--- src/design/ubf_pkg.sv ---
// ubf_pkg: shared types and constants for the uart byte fifo engine
// action and result kind codes, fsm states, the result struct
// no dependencies
`timescale 1ns / 1ps
package ubf_pkg;

  localparam int BYTE_W              = 8;
  localparam int RING_DEPTH_DEFAULT  = 128;
  localparam int DRAIN_BURST_DEFAULT = 16;

  typedef enum logic [1:0] {
    ACT_WRITE    = 2'd0,
    ACT_TX_EMPTY = 2'd1,
    ACT_RX_BYTE  = 2'd2,
    ACT_TAKE     = 2'd3
  } action_t;

  typedef enum logic [1:0] {
    KIND_TX      = 2'd0,
    KIND_RX_DATA = 2'd1,
    KIND_RX_SIG  = 2'd2,
    KIND_NONE    = 2'd3
  } kind_t;

  typedef enum logic [1:0] {
    ST_IDLE,
    ST_EXEC,
    ST_DRAIN,
    ST_TAKE
  } state_t;

  typedef struct packed {
    kind_t              kind;
    logic [BYTE_W-1:0]  data;
    logic               last;
    logic               led;
    logic               dropped;
  } res_t;

endpackage

--- src/design/ubf_ring_mem.sv ---
// ubf_ring_mem: byte ring storage, one write port and one registered read port
// depends on ubf_pkg for the byte width
`timescale 1ns / 1ps
module ubf_ring_mem #(
  parameter int DEPTH  = ubf_pkg::RING_DEPTH_DEFAULT,
  parameter int ADDR_W = $clog2(DEPTH)
) (
  input  logic                       clk,
  input  logic                       wr_en,
  input  logic [ADDR_W-1:0]          wr_addr,
  input  logic [ubf_pkg::BYTE_W-1:0] wr_data,
  input  logic                       rd_en,
  input  logic [ADDR_W-1:0]          rd_addr,
  output logic [ubf_pkg::BYTE_W-1:0] rd_data
);
  import ubf_pkg::*;

  logic [BYTE_W-1:0] mem [DEPTH];
  logic [BYTE_W-1:0] rd_data_r;

  always_ff @(posedge clk) begin
    if (wr_en) begin
      mem[wr_addr] <= wr_data;
    end
  end

  // read data holds until the next read
  always_ff @(posedge clk) begin
    if (rd_en) begin
      rd_data_r <= mem[rd_addr];
    end
  end

  assign rd_data = rd_data_r;

endmodule

--- src/design/ubf_ctrl.sv ---
// ubf_ctrl: item sequencer, ring pointers and fill counts, drain burst counter
// drives both ring memories; depends on ubf_pkg
`timescale 1ns / 1ps
module ubf_ctrl #(
  parameter int RING_DEPTH  = ubf_pkg::RING_DEPTH_DEFAULT,
  parameter int DRAIN_BURST = ubf_pkg::DRAIN_BURST_DEFAULT,
  parameter int PTR_W       = $clog2(RING_DEPTH)
) (
  input  logic                       clk,
  input  logic                       rst_n,
  input  logic                       in_valid,
  output logic                       in_stall,
  input  logic [1:0]                 in_action,
  input  logic [ubf_pkg::BYTE_W-1:0] in_data_byte,
  input  logic                       in_first_of_write,
  input  logic                       in_holding_empty,
  input  logic                       out_free,
  output logic                       res_valid,
  output ubf_pkg::res_t              res,
  output logic                       tx_wr_en,
  output logic [PTR_W-1:0]           tx_wr_addr,
  output logic                       tx_rd_en,
  output logic [PTR_W-1:0]           tx_rd_addr,
  input  logic [ubf_pkg::BYTE_W-1:0] tx_rd_data,
  output logic                       rx_wr_en,
  output logic [PTR_W-1:0]           rx_wr_addr,
  output logic                       rx_rd_en,
  output logic [PTR_W-1:0]           rx_rd_addr,
  input  logic [ubf_pkg::BYTE_W-1:0] rx_rd_data,
  output logic [ubf_pkg::BYTE_W-1:0] wr_data
);
  import ubf_pkg::*;

  localparam int FILL_W = $clog2(RING_DEPTH + 1);
  localparam int CNT_W  = $clog2(DRAIN_BURST + 1);

  state_t            state_r, state_nxt;
  action_t           act_r;
  logic [BYTE_W-1:0] byte_r;
  logic              first_r;
  logic              hold_r;

  logic [PTR_W-1:0]  tx_wp_r, tx_wp_nxt, tx_rp_r, tx_rp_nxt;
  logic [PTR_W-1:0]  rx_wp_r, rx_wp_nxt, rx_rp_r, rx_rp_nxt;
  logic [FILL_W-1:0] tx_fill_r, tx_fill_nxt, rx_fill_r, rx_fill_nxt;
  logic [CNT_W-1:0]  cnt_r, cnt_nxt;
  logic              led_r, led_nxt;

  logic tx_full, rx_full, tx_empty, rx_empty;
  logic direct, needs_res, go, start_drain, start_take, drain_last;
  logic [PTR_W-1:0] tx_wp_inc, tx_rp_inc, rx_wp_inc, rx_rp_inc;

  assign tx_full  = (tx_fill_r == FILL_W'(RING_DEPTH));
  assign rx_full  = (rx_fill_r == FILL_W'(RING_DEPTH));
  assign tx_empty = (tx_fill_r == '0);
  assign rx_empty = (rx_fill_r == '0);

  assign tx_wp_inc = (tx_wp_r == PTR_W'(RING_DEPTH - 1)) ? '0 : tx_wp_r + PTR_W'(1);
  assign tx_rp_inc = (tx_rp_r == PTR_W'(RING_DEPTH - 1)) ? '0 : tx_rp_r + PTR_W'(1);
  assign rx_wp_inc = (rx_wp_r == PTR_W'(RING_DEPTH - 1)) ? '0 : rx_wp_r + PTR_W'(1);
  assign rx_rp_inc = (rx_rp_r == PTR_W'(RING_DEPTH - 1)) ? '0 : rx_rp_r + PTR_W'(1);

  assign direct      = (act_r == ACT_WRITE) && first_r && hold_r;
  assign start_drain = (act_r == ACT_TX_EMPTY) && hold_r && !tx_empty;
  assign start_take  = (act_r == ACT_TAKE) && !rx_empty;
  assign needs_res   = ((act_r == ACT_WRITE) && (direct || tx_full))
                     || (act_r == ACT_RX_BYTE)
                     || ((act_r == ACT_TAKE) && rx_empty);
  assign go          = !needs_res || out_free;
  // fill already counts the reads issued so far in this burst
  assign drain_last  = (cnt_r == CNT_W'(DRAIN_BURST)) || tx_empty;

  // next state
  always_comb begin
    state_nxt = state_r;
    case (state_r)
      ST_IDLE: begin
        if (in_valid) state_nxt = ST_EXEC;
      end
      ST_EXEC: begin
        if (go) begin
          if (start_drain)     state_nxt = ST_DRAIN;
          else if (start_take) state_nxt = ST_TAKE;
          else                 state_nxt = ST_IDLE;
        end
      end
      ST_DRAIN: begin
        if (out_free && drain_last) state_nxt = ST_IDLE;
      end
      ST_TAKE: begin
        if (out_free) state_nxt = ST_IDLE;
      end
      default: state_nxt = ST_IDLE;
    endcase
  end

  // outputs and datapath updates
  always_comb begin
    in_stall    = (state_r != ST_IDLE);
    res_valid   = 1'b0;
    res         = '{kind: KIND_NONE, data: '0, last: 1'b1, led: led_r, dropped: 1'b0};
    tx_wr_en    = 1'b0;
    rx_wr_en    = 1'b0;
    tx_rd_en    = 1'b0;
    rx_rd_en    = 1'b0;
    tx_wp_nxt   = tx_wp_r;
    tx_rp_nxt   = tx_rp_r;
    rx_wp_nxt   = rx_wp_r;
    rx_rp_nxt   = rx_rp_r;
    tx_fill_nxt = tx_fill_r;
    rx_fill_nxt = rx_fill_r;
    cnt_nxt     = cnt_r;
    led_nxt     = led_r;
    case (state_r)
      ST_EXEC: begin
        if (go) begin
          case (act_r)
            ACT_WRITE: begin
              if (direct) begin
                res_valid = 1'b1;
                res.kind  = KIND_TX;
                res.data  = byte_r;
              end else if (tx_full) begin
                res_valid   = 1'b1;
                res.dropped = 1'b1;
              end else begin
                tx_wr_en    = 1'b1;
                tx_wp_nxt   = tx_wp_inc;
                tx_fill_nxt = tx_fill_r + FILL_W'(1);
              end
            end
            ACT_TX_EMPTY: begin
              if (start_drain) begin
                tx_rd_en    = 1'b1;
                tx_rp_nxt   = tx_rp_inc;
                tx_fill_nxt = tx_fill_r - FILL_W'(1);
                cnt_nxt     = CNT_W'(1);
              end
            end
            ACT_RX_BYTE: begin
              led_nxt     = !led_r;
              res_valid   = 1'b1;
              res.kind    = KIND_RX_SIG;
              res.led     = !led_r;
              res.dropped = rx_full;
              if (!rx_full) begin
                rx_wr_en    = 1'b1;
                rx_wp_nxt   = rx_wp_inc;
                rx_fill_nxt = rx_fill_r + FILL_W'(1);
              end
            end
            ACT_TAKE: begin
              if (start_take) begin
                rx_rd_en    = 1'b1;
                rx_rp_nxt   = rx_rp_inc;
                rx_fill_nxt = rx_fill_r - FILL_W'(1);
              end else begin
                res_valid = 1'b1;
              end
            end
            default: ;
          endcase
        end
      end
      ST_DRAIN: begin
        if (out_free) begin
          res_valid = 1'b1;
          res.kind  = KIND_TX;
          res.data  = tx_rd_data;
          res.last  = drain_last;
          // next read overlaps with handing over this byte
          if (!drain_last) begin
            tx_rd_en    = 1'b1;
            tx_rp_nxt   = tx_rp_inc;
            tx_fill_nxt = tx_fill_r - FILL_W'(1);
            cnt_nxt     = cnt_r + CNT_W'(1);
          end
        end
      end
      ST_TAKE: begin
        if (out_free) begin
          res_valid = 1'b1;
          res.kind  = KIND_RX_DATA;
          res.data  = rx_rd_data;
        end
      end
      default: ;
    endcase
  end

  assign tx_wr_addr = tx_wp_r;
  assign tx_rd_addr = tx_rp_r;
  assign rx_wr_addr = rx_wp_r;
  assign rx_rd_addr = rx_rp_r;
  assign wr_data    = byte_r;

  always_ff @(posedge clk) begin
    if (!rst_n) begin
      state_r   <= ST_IDLE;
      tx_wp_r   <= '0;
      tx_rp_r   <= '0;
      rx_wp_r   <= '0;
      rx_rp_r   <= '0;
      tx_fill_r <= '0;
      rx_fill_r <= '0;
      cnt_r     <= '0;
      led_r     <= 1'b0;
    end else begin
      state_r   <= state_nxt;
      tx_wp_r   <= tx_wp_nxt;
      tx_rp_r   <= tx_rp_nxt;
      rx_wp_r   <= rx_wp_nxt;
      rx_rp_r   <= rx_rp_nxt;
      tx_fill_r <= tx_fill_nxt;
      rx_fill_r <= rx_fill_nxt;
      cnt_r     <= cnt_nxt;
      led_r     <= led_nxt;
    end
  end

  always_ff @(posedge clk) begin
    if (in_valid && !in_stall) begin
      act_r   <= action_t'(in_action);
      byte_r  <= in_data_byte;
      first_r <= in_first_of_write;
      hold_r  <= in_holding_empty;
    end
  end

endmodule

--- src/design/uart_byte_fifo_engine.sv ---
// uart_byte_fifo_engine: top level, transmit and receive byte rings with output register
// instantiates ubf_ctrl and two ubf_ring_mem; depends on ubf_pkg
//
//   channel  | direction | handshake           | payload
//   in_      | input     | in_valid / in_stall | action, data_byte, first_of_write, holding_empty
//   out_     | output    | out_valid/out_stall | kind, out_byte, burst_last, activity_led, dropped
//
// one item at a time: a write, a received byte or an empty take passes idle and exec, a take
// that finds a byte also take (after the memory read), a drain of n bytes drain, one byte a cycle
// from the transmit ring read port while the output is not stalled.
// reset clears pointers, fill counts, led level and state; ring contents are not cleared.
// out_stall holds the result in the output register and pauses the sequencer.
`timescale 1ns / 1ps
module uart_byte_fifo_engine #(
  parameter int RING_DEPTH  = ubf_pkg::RING_DEPTH_DEFAULT,
  parameter int DRAIN_BURST = ubf_pkg::DRAIN_BURST_DEFAULT
) (
  input  logic                       clk,
  input  logic                       rst_n,
  input  logic                       in_valid,
  output logic                       in_stall,
  input  logic [1:0]                 in_action,
  input  logic [ubf_pkg::BYTE_W-1:0] in_data_byte,
  input  logic                       in_first_of_write,
  input  logic                       in_holding_empty,
  output logic                       out_valid,
  input  logic                       out_stall,
  output logic [1:0]                 out_kind,
  output logic [ubf_pkg::BYTE_W-1:0] out_out_byte,
  output logic                       out_burst_last,
  output logic                       out_activity_led,
  output logic                       out_dropped
);
  import ubf_pkg::*;

  localparam int PTR_W = $clog2(RING_DEPTH);

  logic              out_valid_r;
  res_t              out_res_r;
  logic              out_free;
  logic              res_valid;
  res_t              res;

  logic              tx_wr_en, tx_rd_en, rx_wr_en, rx_rd_en;
  logic [PTR_W-1:0]  tx_wr_addr, tx_rd_addr, rx_wr_addr, rx_rd_addr;
  logic [BYTE_W-1:0] tx_rd_data, rx_rd_data, wr_data;

  assign out_free = !out_valid_r || !out_stall;

  ubf_ctrl #(
    .RING_DEPTH  (RING_DEPTH),
    .DRAIN_BURST (DRAIN_BURST),
    .PTR_W       (PTR_W)
  ) u_ctrl (
    .clk               (clk),
    .rst_n             (rst_n),
    .in_valid          (in_valid),
    .in_stall          (in_stall),
    .in_action         (in_action),
    .in_data_byte      (in_data_byte),
    .in_first_of_write (in_first_of_write),
    .in_holding_empty  (in_holding_empty),
    .out_free          (out_free),
    .res_valid         (res_valid),
    .res               (res),
    .tx_wr_en          (tx_wr_en),
    .tx_wr_addr        (tx_wr_addr),
    .tx_rd_en          (tx_rd_en),
    .tx_rd_addr        (tx_rd_addr),
    .tx_rd_data        (tx_rd_data),
    .rx_wr_en          (rx_wr_en),
    .rx_wr_addr        (rx_wr_addr),
    .rx_rd_en          (rx_rd_en),
    .rx_rd_addr        (rx_rd_addr),
    .rx_rd_data        (rx_rd_data),
    .wr_data           (wr_data)
  );

  ubf_ring_mem #(
    .DEPTH  (RING_DEPTH),
    .ADDR_W (PTR_W)
  ) u_tx_ring (
    .clk     (clk),
    .wr_en   (tx_wr_en),
    .wr_addr (tx_wr_addr),
    .wr_data (wr_data),
    .rd_en   (tx_rd_en),
    .rd_addr (tx_rd_addr),
    .rd_data (tx_rd_data)
  );

  ubf_ring_mem #(
    .DEPTH  (RING_DEPTH),
    .ADDR_W (PTR_W)
  ) u_rx_ring (
    .clk     (clk),
    .wr_en   (rx_wr_en),
    .wr_addr (rx_wr_addr),
    .wr_data (wr_data),
    .rd_en   (rx_rd_en),
    .rd_addr (rx_rd_addr),
    .rd_data (rx_rd_data)
  );

  always_ff @(posedge clk) begin
    if (!rst_n) begin
      out_valid_r <= 1'b0;
    end else if (res_valid) begin
      out_valid_r <= 1'b1;
    end else if (!out_stall) begin
      out_valid_r <= 1'b0;
    end
  end

  always_ff @(posedge clk) begin
    if (res_valid) begin
      out_res_r <= res;
    end
  end

  assign out_valid        = out_valid_r;
  assign out_kind         = out_res_r.kind;
  assign out_out_byte     = out_res_r.data;
  assign out_burst_last   = out_res_r.last;
  assign out_activity_led = out_res_r.led;
  assign out_dropped      = out_res_r.dropped;

  // a new result never overwrites one still held by a stalled output
  a_no_overwrite: assert property (@(posedge clk) disable iff (!rst_n)
    res_valid |-> (!out_valid_r || !out_stall))
    else $error("result pushed into a stalled output register");

  // an accepted item keeps the input side closed for the following cycle
  a_one_item: assert property (@(posedge clk) disable iff (!rst_n)
    (in_valid && !in_stall) |=> in_stall)
    else $error("input accepted while an item is in work");

  // only transmit drains end a result without the last mark
  a_single_last: assert property (@(posedge clk) disable iff (!rst_n)
    (res_valid && (res.kind != KIND_TX)) |-> res.last)
    else $error("non-drain result without last mark");

endmodule
--- config.mk ---
export PLATFORM = sky130hd
export DESIGN_NAME = uart_byte_fifo_engine
export DESIGN_NICKNAME = d
export VERILOG_FILES = /design/src/design/ubf_pkg.sv /design/src/design/ubf_ring_mem.sv /design/src/design/ubf_ctrl.sv /design/src/design/uart_byte_fifo_engine.sv
export SDC_FILE = /design/constraint.sdc
export NUM_CORES = 2
export LEC_CHECK = 0
export ABC_AREA = 0
export BUFFER_PORTS_ARGS = -buffer_cell sky130_fd_sc_hd__buf_4
export CAP_MARGIN = 5
export CORE_MARGIN = 2
export CORE_UTILIZATION = 50
export DETAILED_ROUTE_END_ITERATION = 10
export GPL_TIMING_DRIVEN = 0
export PLACE_DENSITY_LB_ADDON = 0.12
export SYNTH_ARGS = -nofsm -noshare
export SYNTH_HDL_FRONTEND = slang
export SYNTH_HIERARCHICAL = 1
export SYNTH_SLANG_ARGS = --single-unit
--- constraint.sdc ---
create_clock -name clk -period 10.9 [get_ports clk]
set_input_delay 0 -clock clk [delete_from_list [all_inputs] [get_ports clk]]
set_output_delay 0 -clock clk [all_outputs]
set_load 0.02 [all_outputs]
# == Word-level counts from Yosys, hierarchy flattened ==
# Memories as Yosys holds them, arrays and structs flattened. A register that Yosys moved wholly into a read port is not among the register bits.
# Cells that the tools add are included.
# Widths: inputs -> output; s select.
# word_totals
register_bits,78
latchBits,0
ramBits,2048
mem_bits_ro,0
inputBits,16
out_inout_bits,15
elab_cells,178
mem_count,2
# mem_list
name,words,width,rd,rd_ports_with_merged_regs,wr,line_no,source
u_rx_ring.mem,128,8,1,1,1,ubf_ring_mem.sv:18,logic [BYTE_W-1:0] mem [DEPTH];
u_tx_ring.mem,128,8,1,1,1,ubf_ring_mem.sv:18,
# op_classes
addsub,9
multipliers,0
div,0
magnitude_cmp,0
n_eq_ne,28
shift,0
muxes,78
n_bitwise,3
n_reduce_logical,39
# ops
op,count
$mux 8,9
$mux 7,9
$pmux 8 s2,3
$mux 1,31
$mux 10,3
$pmux 10 s3,1
$add 7x1->7 const B,4
$eq 7x7->1 const B,4
$mux 5,5
$add 8x1->8 const B,2
$eq 8x8->1 const B,2
$logic_not 8->1,2
$mux 2,8
$ne 2x1->1 const B,8
$sub 8x1->8 const B,2
$pmux 7 s2,1
$reduce_and 4->1,3
$mux 11,1
$pmux 5 s2,1
$reduce_and 5->1,2
$logic_and 1x1->1,9
$eq 2x2->1 const B,4
$pmux 2 s4,1
$reduce_and 8->1,1
other kinds (18),41

# == Longest topological paths before layout ==
# logic_depth
word_depth,13
depth_mapped,10
ltp_nobuf,8

# == Hierarchy ==
# Netlist, hierarchy kept.
# by_module_without_submodules
module,instances,cells_each,area_per_inst_um2,seq_area_each_um2
ubf_ring_mem,2,1635,39745.6,30989.7
ubf_ctrl,1,419,3698.5,1401.3
uart_byte_fifo_engine,1,17,425.4,410.4

# == Least setup slack after synthesis ==
# No wires, ideal clock.
# synth_timing
kind,flip-flop to flip-flop
from,"register u_ctrl.byte_r[0], in the netlist u_ctrl/wr_data[0]"
to,"memory u_rx_ring.mem[0][0], data pin"
setup_time_ns,0.821
t_arrival_ns,3.243
required_ns,10.079
slack_ns,6.837
path_stages_with_launch,1
n_path_buf,0
synth_period_minus_slack_ns,4.063
cell_sequence,edfxtp_1
# synth_rtl
item,line_no,source
start: declaration,ubf_ctrl.sv:39,logic [BYTE_W-1:0] byte_r;
start signal: assignment,ubf_ctrl.sv:224,byte_r <= in_data_byte;
end: declaration,ubf_ring_mem.sv:18,
# No word-level cell before the write port.

# == Final worst setup path ==
# layout_timing
from,register u_ctrl.tx_fill_r[0]
to,memory u_tx_ring.mem[20][5] (enable)
# layout_via
elab_chain_cells,11
word_cells_on_any_way,14
cone_classes,eq/ne: 1; mux: 7; reduce/logical: 6
# layout_rtl
item,line_no,source
start: declaration,ubf_ctrl.sv:45,"logic [FILL_W-1:0] tx_fill_r, tx_fill_nxt, rx_fill_r, rx_fill_nxt;"
start signal: assignment,ubf_ctrl.sv:214,tx_fill_r <= tx_fill_nxt;
$eq 8x8->1 *,ubf_ctrl.sv:53,assign tx_full = (tx_fill_r == FILL_W'(RING_DEPTH));
$logic_or 1x1->1,ubf_ctrl.sv:66,assign needs_res = ((act_r == ACT_WRITE) && (direct || tx_full))
$logic_and 1x1->1,ubf_ctrl.sv:66,
$logic_or 1x1->1,ubf_ctrl.sv:67,|| (act_r == ACT_RX_BYTE)
$logic_or 1x1->1,ubf_ctrl.sv:68,|| ((act_r == ACT_TAKE) && rx_empty);
$logic_not 1->1,ubf_ctrl.sv:69,assign go = !needs_res || out_free;
$logic_or 1x1->1,ubf_ctrl.sv:69,
$mux 1 *,ubf_ctrl.sv:116,if (go) begin
$mux 1 *,ubf_ctrl.sv:114,case (state_r)
named net tx_wr_en,uart_byte_fifo_engine.sv:44,"logic tx_wr_en, tx_rd_en, rx_wr_en, rx_rd_en;"
$mux 1 *,ubf_ring_mem.sv:22,if (wr_en) begin
$mux 1 (implied by the code) *,ubf_ring_mem.sv:23,mem[wr_addr] <= wr_data;
end: declaration,ubf_ring_mem.sv:18,
# The timed path passes the listed nets; every way through them passes the cells marked *.

==> results_dict.tcl <==
set metrics [dict create \
    tns_ps 0 \
    rsz0062_at_grt "false" \
    vdd_drop_max_v 0.000129 \
    ant_nets 0 \
    finalNetCount 4120 \
    synth_compound_area_frac 0.00856 \
    numCtsBuffers 215 \
    setup_slack_ps 5660 \
    grt_max_degree 33 \
    cts_setup_buffers 0 \
    die_w_um 413 \
    grt_use_total 0.243 \
    fin_crit_ps 5240 \
    n_antenna_cell 0 \
    synth_edf_count 2089 \
    cts-root-buf "clkbuf_16" \
    yosysSeqAreaShare 0.763 \
    muxShareOfSynthArea 0.185 \
    yosys_warnings 6 \
    slew_violations 11 \
    clk_pin_slew_ps 60 \
    drtIter0Drc 5386 \
    tritoncts "done" \
    total_leakage_power_uw 0.0287 \
    vias_per_cell 6.26 \
    skew_ps 26.5 \
    core-area_mm2 0.167 \
    worstPathRequired_ps 11350 \
    powerDensity_mw_per_mm2 176 \
    max-cap-violations 1 \
    crit_type "reg2reg" \
    hold_viol 0 \
    numClockSinks 2142 \
    clk_latency_ps 850 \
    violations "capacitance limit, slew limit" \
    totalWireLength_mm 205 \
    die_h_um 413 \
    synth_xor_area_frac 0.00241 \
    fin_crit_sh 0.481 \
    synth_ff_type "edfxtp_1" \
    finalSetupViolCount 0 \
    layout_common_cells "edfxtp_1, mux4_2, nor2_1, clkbuf_16, clkbuf_1" \
    syn_nets 3741 \
    fmax_mhz 191 \
    relSlewSlack -0.00662 \
    cts_resized 0 \
    cp-start-kind "flop" \
    tightestPinTransition_ps 1510 \
    rows 150 \
    layout_commonest_cell "edfxtp_1" \
    synth_cells 3706 \
    io_buffers 30 \
    worst_setup_path_end_kind "flop" \
    fillers 12100 \
    syn_area_mm2 0.0836 \
    synthAdderAreaFrac 0.00293 \
    vias 40500 \
    antenna_found_initial 13 \
    synth.distinct_cells 69 \
    ys_seq_elements 2142 \
    cp_data_arrival_time_ps 5690 \
    place_congestion 0.870 \
    cts_buffer_depth 3 \
    synthToLayoutAreaGrowth_pct 14.9 \
    layout-drive-gt1-share 0.277 \
    initial_utilization 0.502 \
    first_pass_iters 6 \
    cts_max_level 4 \
    synthArstFlopShare 0 \
    synth_area_per_cell_um2 22.6 \
    crit_fanout 10 \
    drc 0 \
    wl_per_cell_um 31.8 \
    worstHoldPathType "in2reg" \
    gr-total-overflow 0 \
    io_pins 31 \
    place_ws_ps 5740 \
    status "finished, violations left" \
    fp.dieArea_mm2 0.171 \
    grt_pass1_vias 39800 \
    place_hpwl_mm 141 \
    synth_simple_gate_area_frac 0.0270 \
    grt_pass1_wl_mm 292 \
    synth_top_family_by_area "multiplexers" \
]
[flip-flops by register name, indices dropped and copies added (netlist names), 8 cells and up]
name               flops
u_rx_ring/mem       1024
u_tx_ring/mem       1024
out_out_byte           8
u_ctrl/rx_fill_r       8
u_ctrl/tx_fill_r       8
u_ctrl/wr_data         8
u_rx_ring/rd_data      8
u_tx_ring/rd_data      8
[final timing paths]
check	start	end	slack (ps)	depth (start not counted)
max	u_ctrl/tx_fill_r[0]	u_tx_ring/mem[20][5]	5660	9
min	in_valid	u_ctrl/state_r[0]	130	4
max reg2reg	u_ctrl/tx_fill_r[0]	u_tx_ring/mem[20][5]	5660	9
min reg2reg	u_ctrl/tx_rd_addr[4]	u_ctrl/tx_rd_addr[4]	490	2
[cell type report]
| cell class | instances | area [um2] | share of cell area |
|---|---|---|---|
| Tap cell | 2204 | 2760 | 0.0287 |
| Timing Repair Buffer | 162 | 2980 | 0.0310 |
| Multi-Input combinational cell | 1346 | 18900 | 0.197 |
| Clock buffer | 280 | 5720 | 0.0596 |
| Sequential cell | 2142 | 63800 | 0.664 |
| Clock inverter | 109 | 945 | 0.00984 |
| Buffer | 195 | 880 | 0.00916 |
| Inverter | 23 | 86.3 | 0.000899 |
[synthesized netlist by cell type, drive strengths merged, types with 5 or more instances]
master	instances	area share
nand3	42	0.0025
a21oi	30	0.0019
mux2	16	0.0022
ha	18	0.0027
and3	6	0.00045
inv	23	0.0010
clkbuf	97	0.0044
nor3	25	0.0016
a22oi	8	0.00072
o31ai	7	0.00063
nand2b	11	0.00082
or3	8	0.00060
xor2	12	0.0013
buf	98	0.0062
nor2	275	0.012
mux4	672	0.18
a211oi	7	0.00069
or4	6	0.00054
nor2b	19	0.0014
mux2i	12	0.0014
nand2	73	0.0033
a31oi	5	0.00052
dfxtp	53	0.013
nand4	19	0.0015
edfxtp	2089	0.75
o21ai	20	0.0012
xnor2	11	0.0012
[where the power goes]
group	switching, uW	internal, uW
registers	24.9	9120
clock network	3000	4030
logic	437	305
[critical path, cell delays in order, from the launching register on]
cell and delay [ps]:
dfxtp_1 400, inv_1 80, ha_1 290, nor4bb_2 230, a211oi_2 1070, clkbuf_1 330
nor2b_1 310, nand2_1 510, clkbuf_1 700, nor2_1 880
[through the flow]
stage	util	instance area, um2	cells	total power, uW	hold slack [ps]
final	0.576	96000	6461	16900	134
after floorplan	-	83600	3706	9700	98.9
after detailed placement	0.534	89000	6036	10100	180
after global placement	0.520	86600	5940	9990	181
after global routing	0.576	96000	6461	17400	109
after CTS	0.576	96000	6455	17100	47.5
[layer usage]
metal | vias up | global-route usage | wire length, um
li1 | 16500 | - | -
met1 | 22000 | 0.385 | 90800
met2 | 1731 | 0.353 | 92400
met3 | 225 | 0.0507 | 18700
met4 | 0 | 0.0503 | 3450
met5 | - | 0 | 0
[logic make-up (layout without fill, tap and decap cells)]
| logic type | count (synthesis) | after routing |
|---|---|---|
| flops | 2142 | 2142 |
| mux | 700 | 700 |
| simple gates | 500 | 500 |
| buf+inv | 218 | 769 |
| compound gates | 104 | 104 |
| xor+xnor | 23 | 23 |
| fa+ha+maj | 19 | 19 |
[what timing repair did]
item / CTS / global route
hold buffers: 30 / 0
hold endpoints to repair: 48 / 0
setup endpoints to repair: 0 / 0
(Power assumes the default switching activity.)
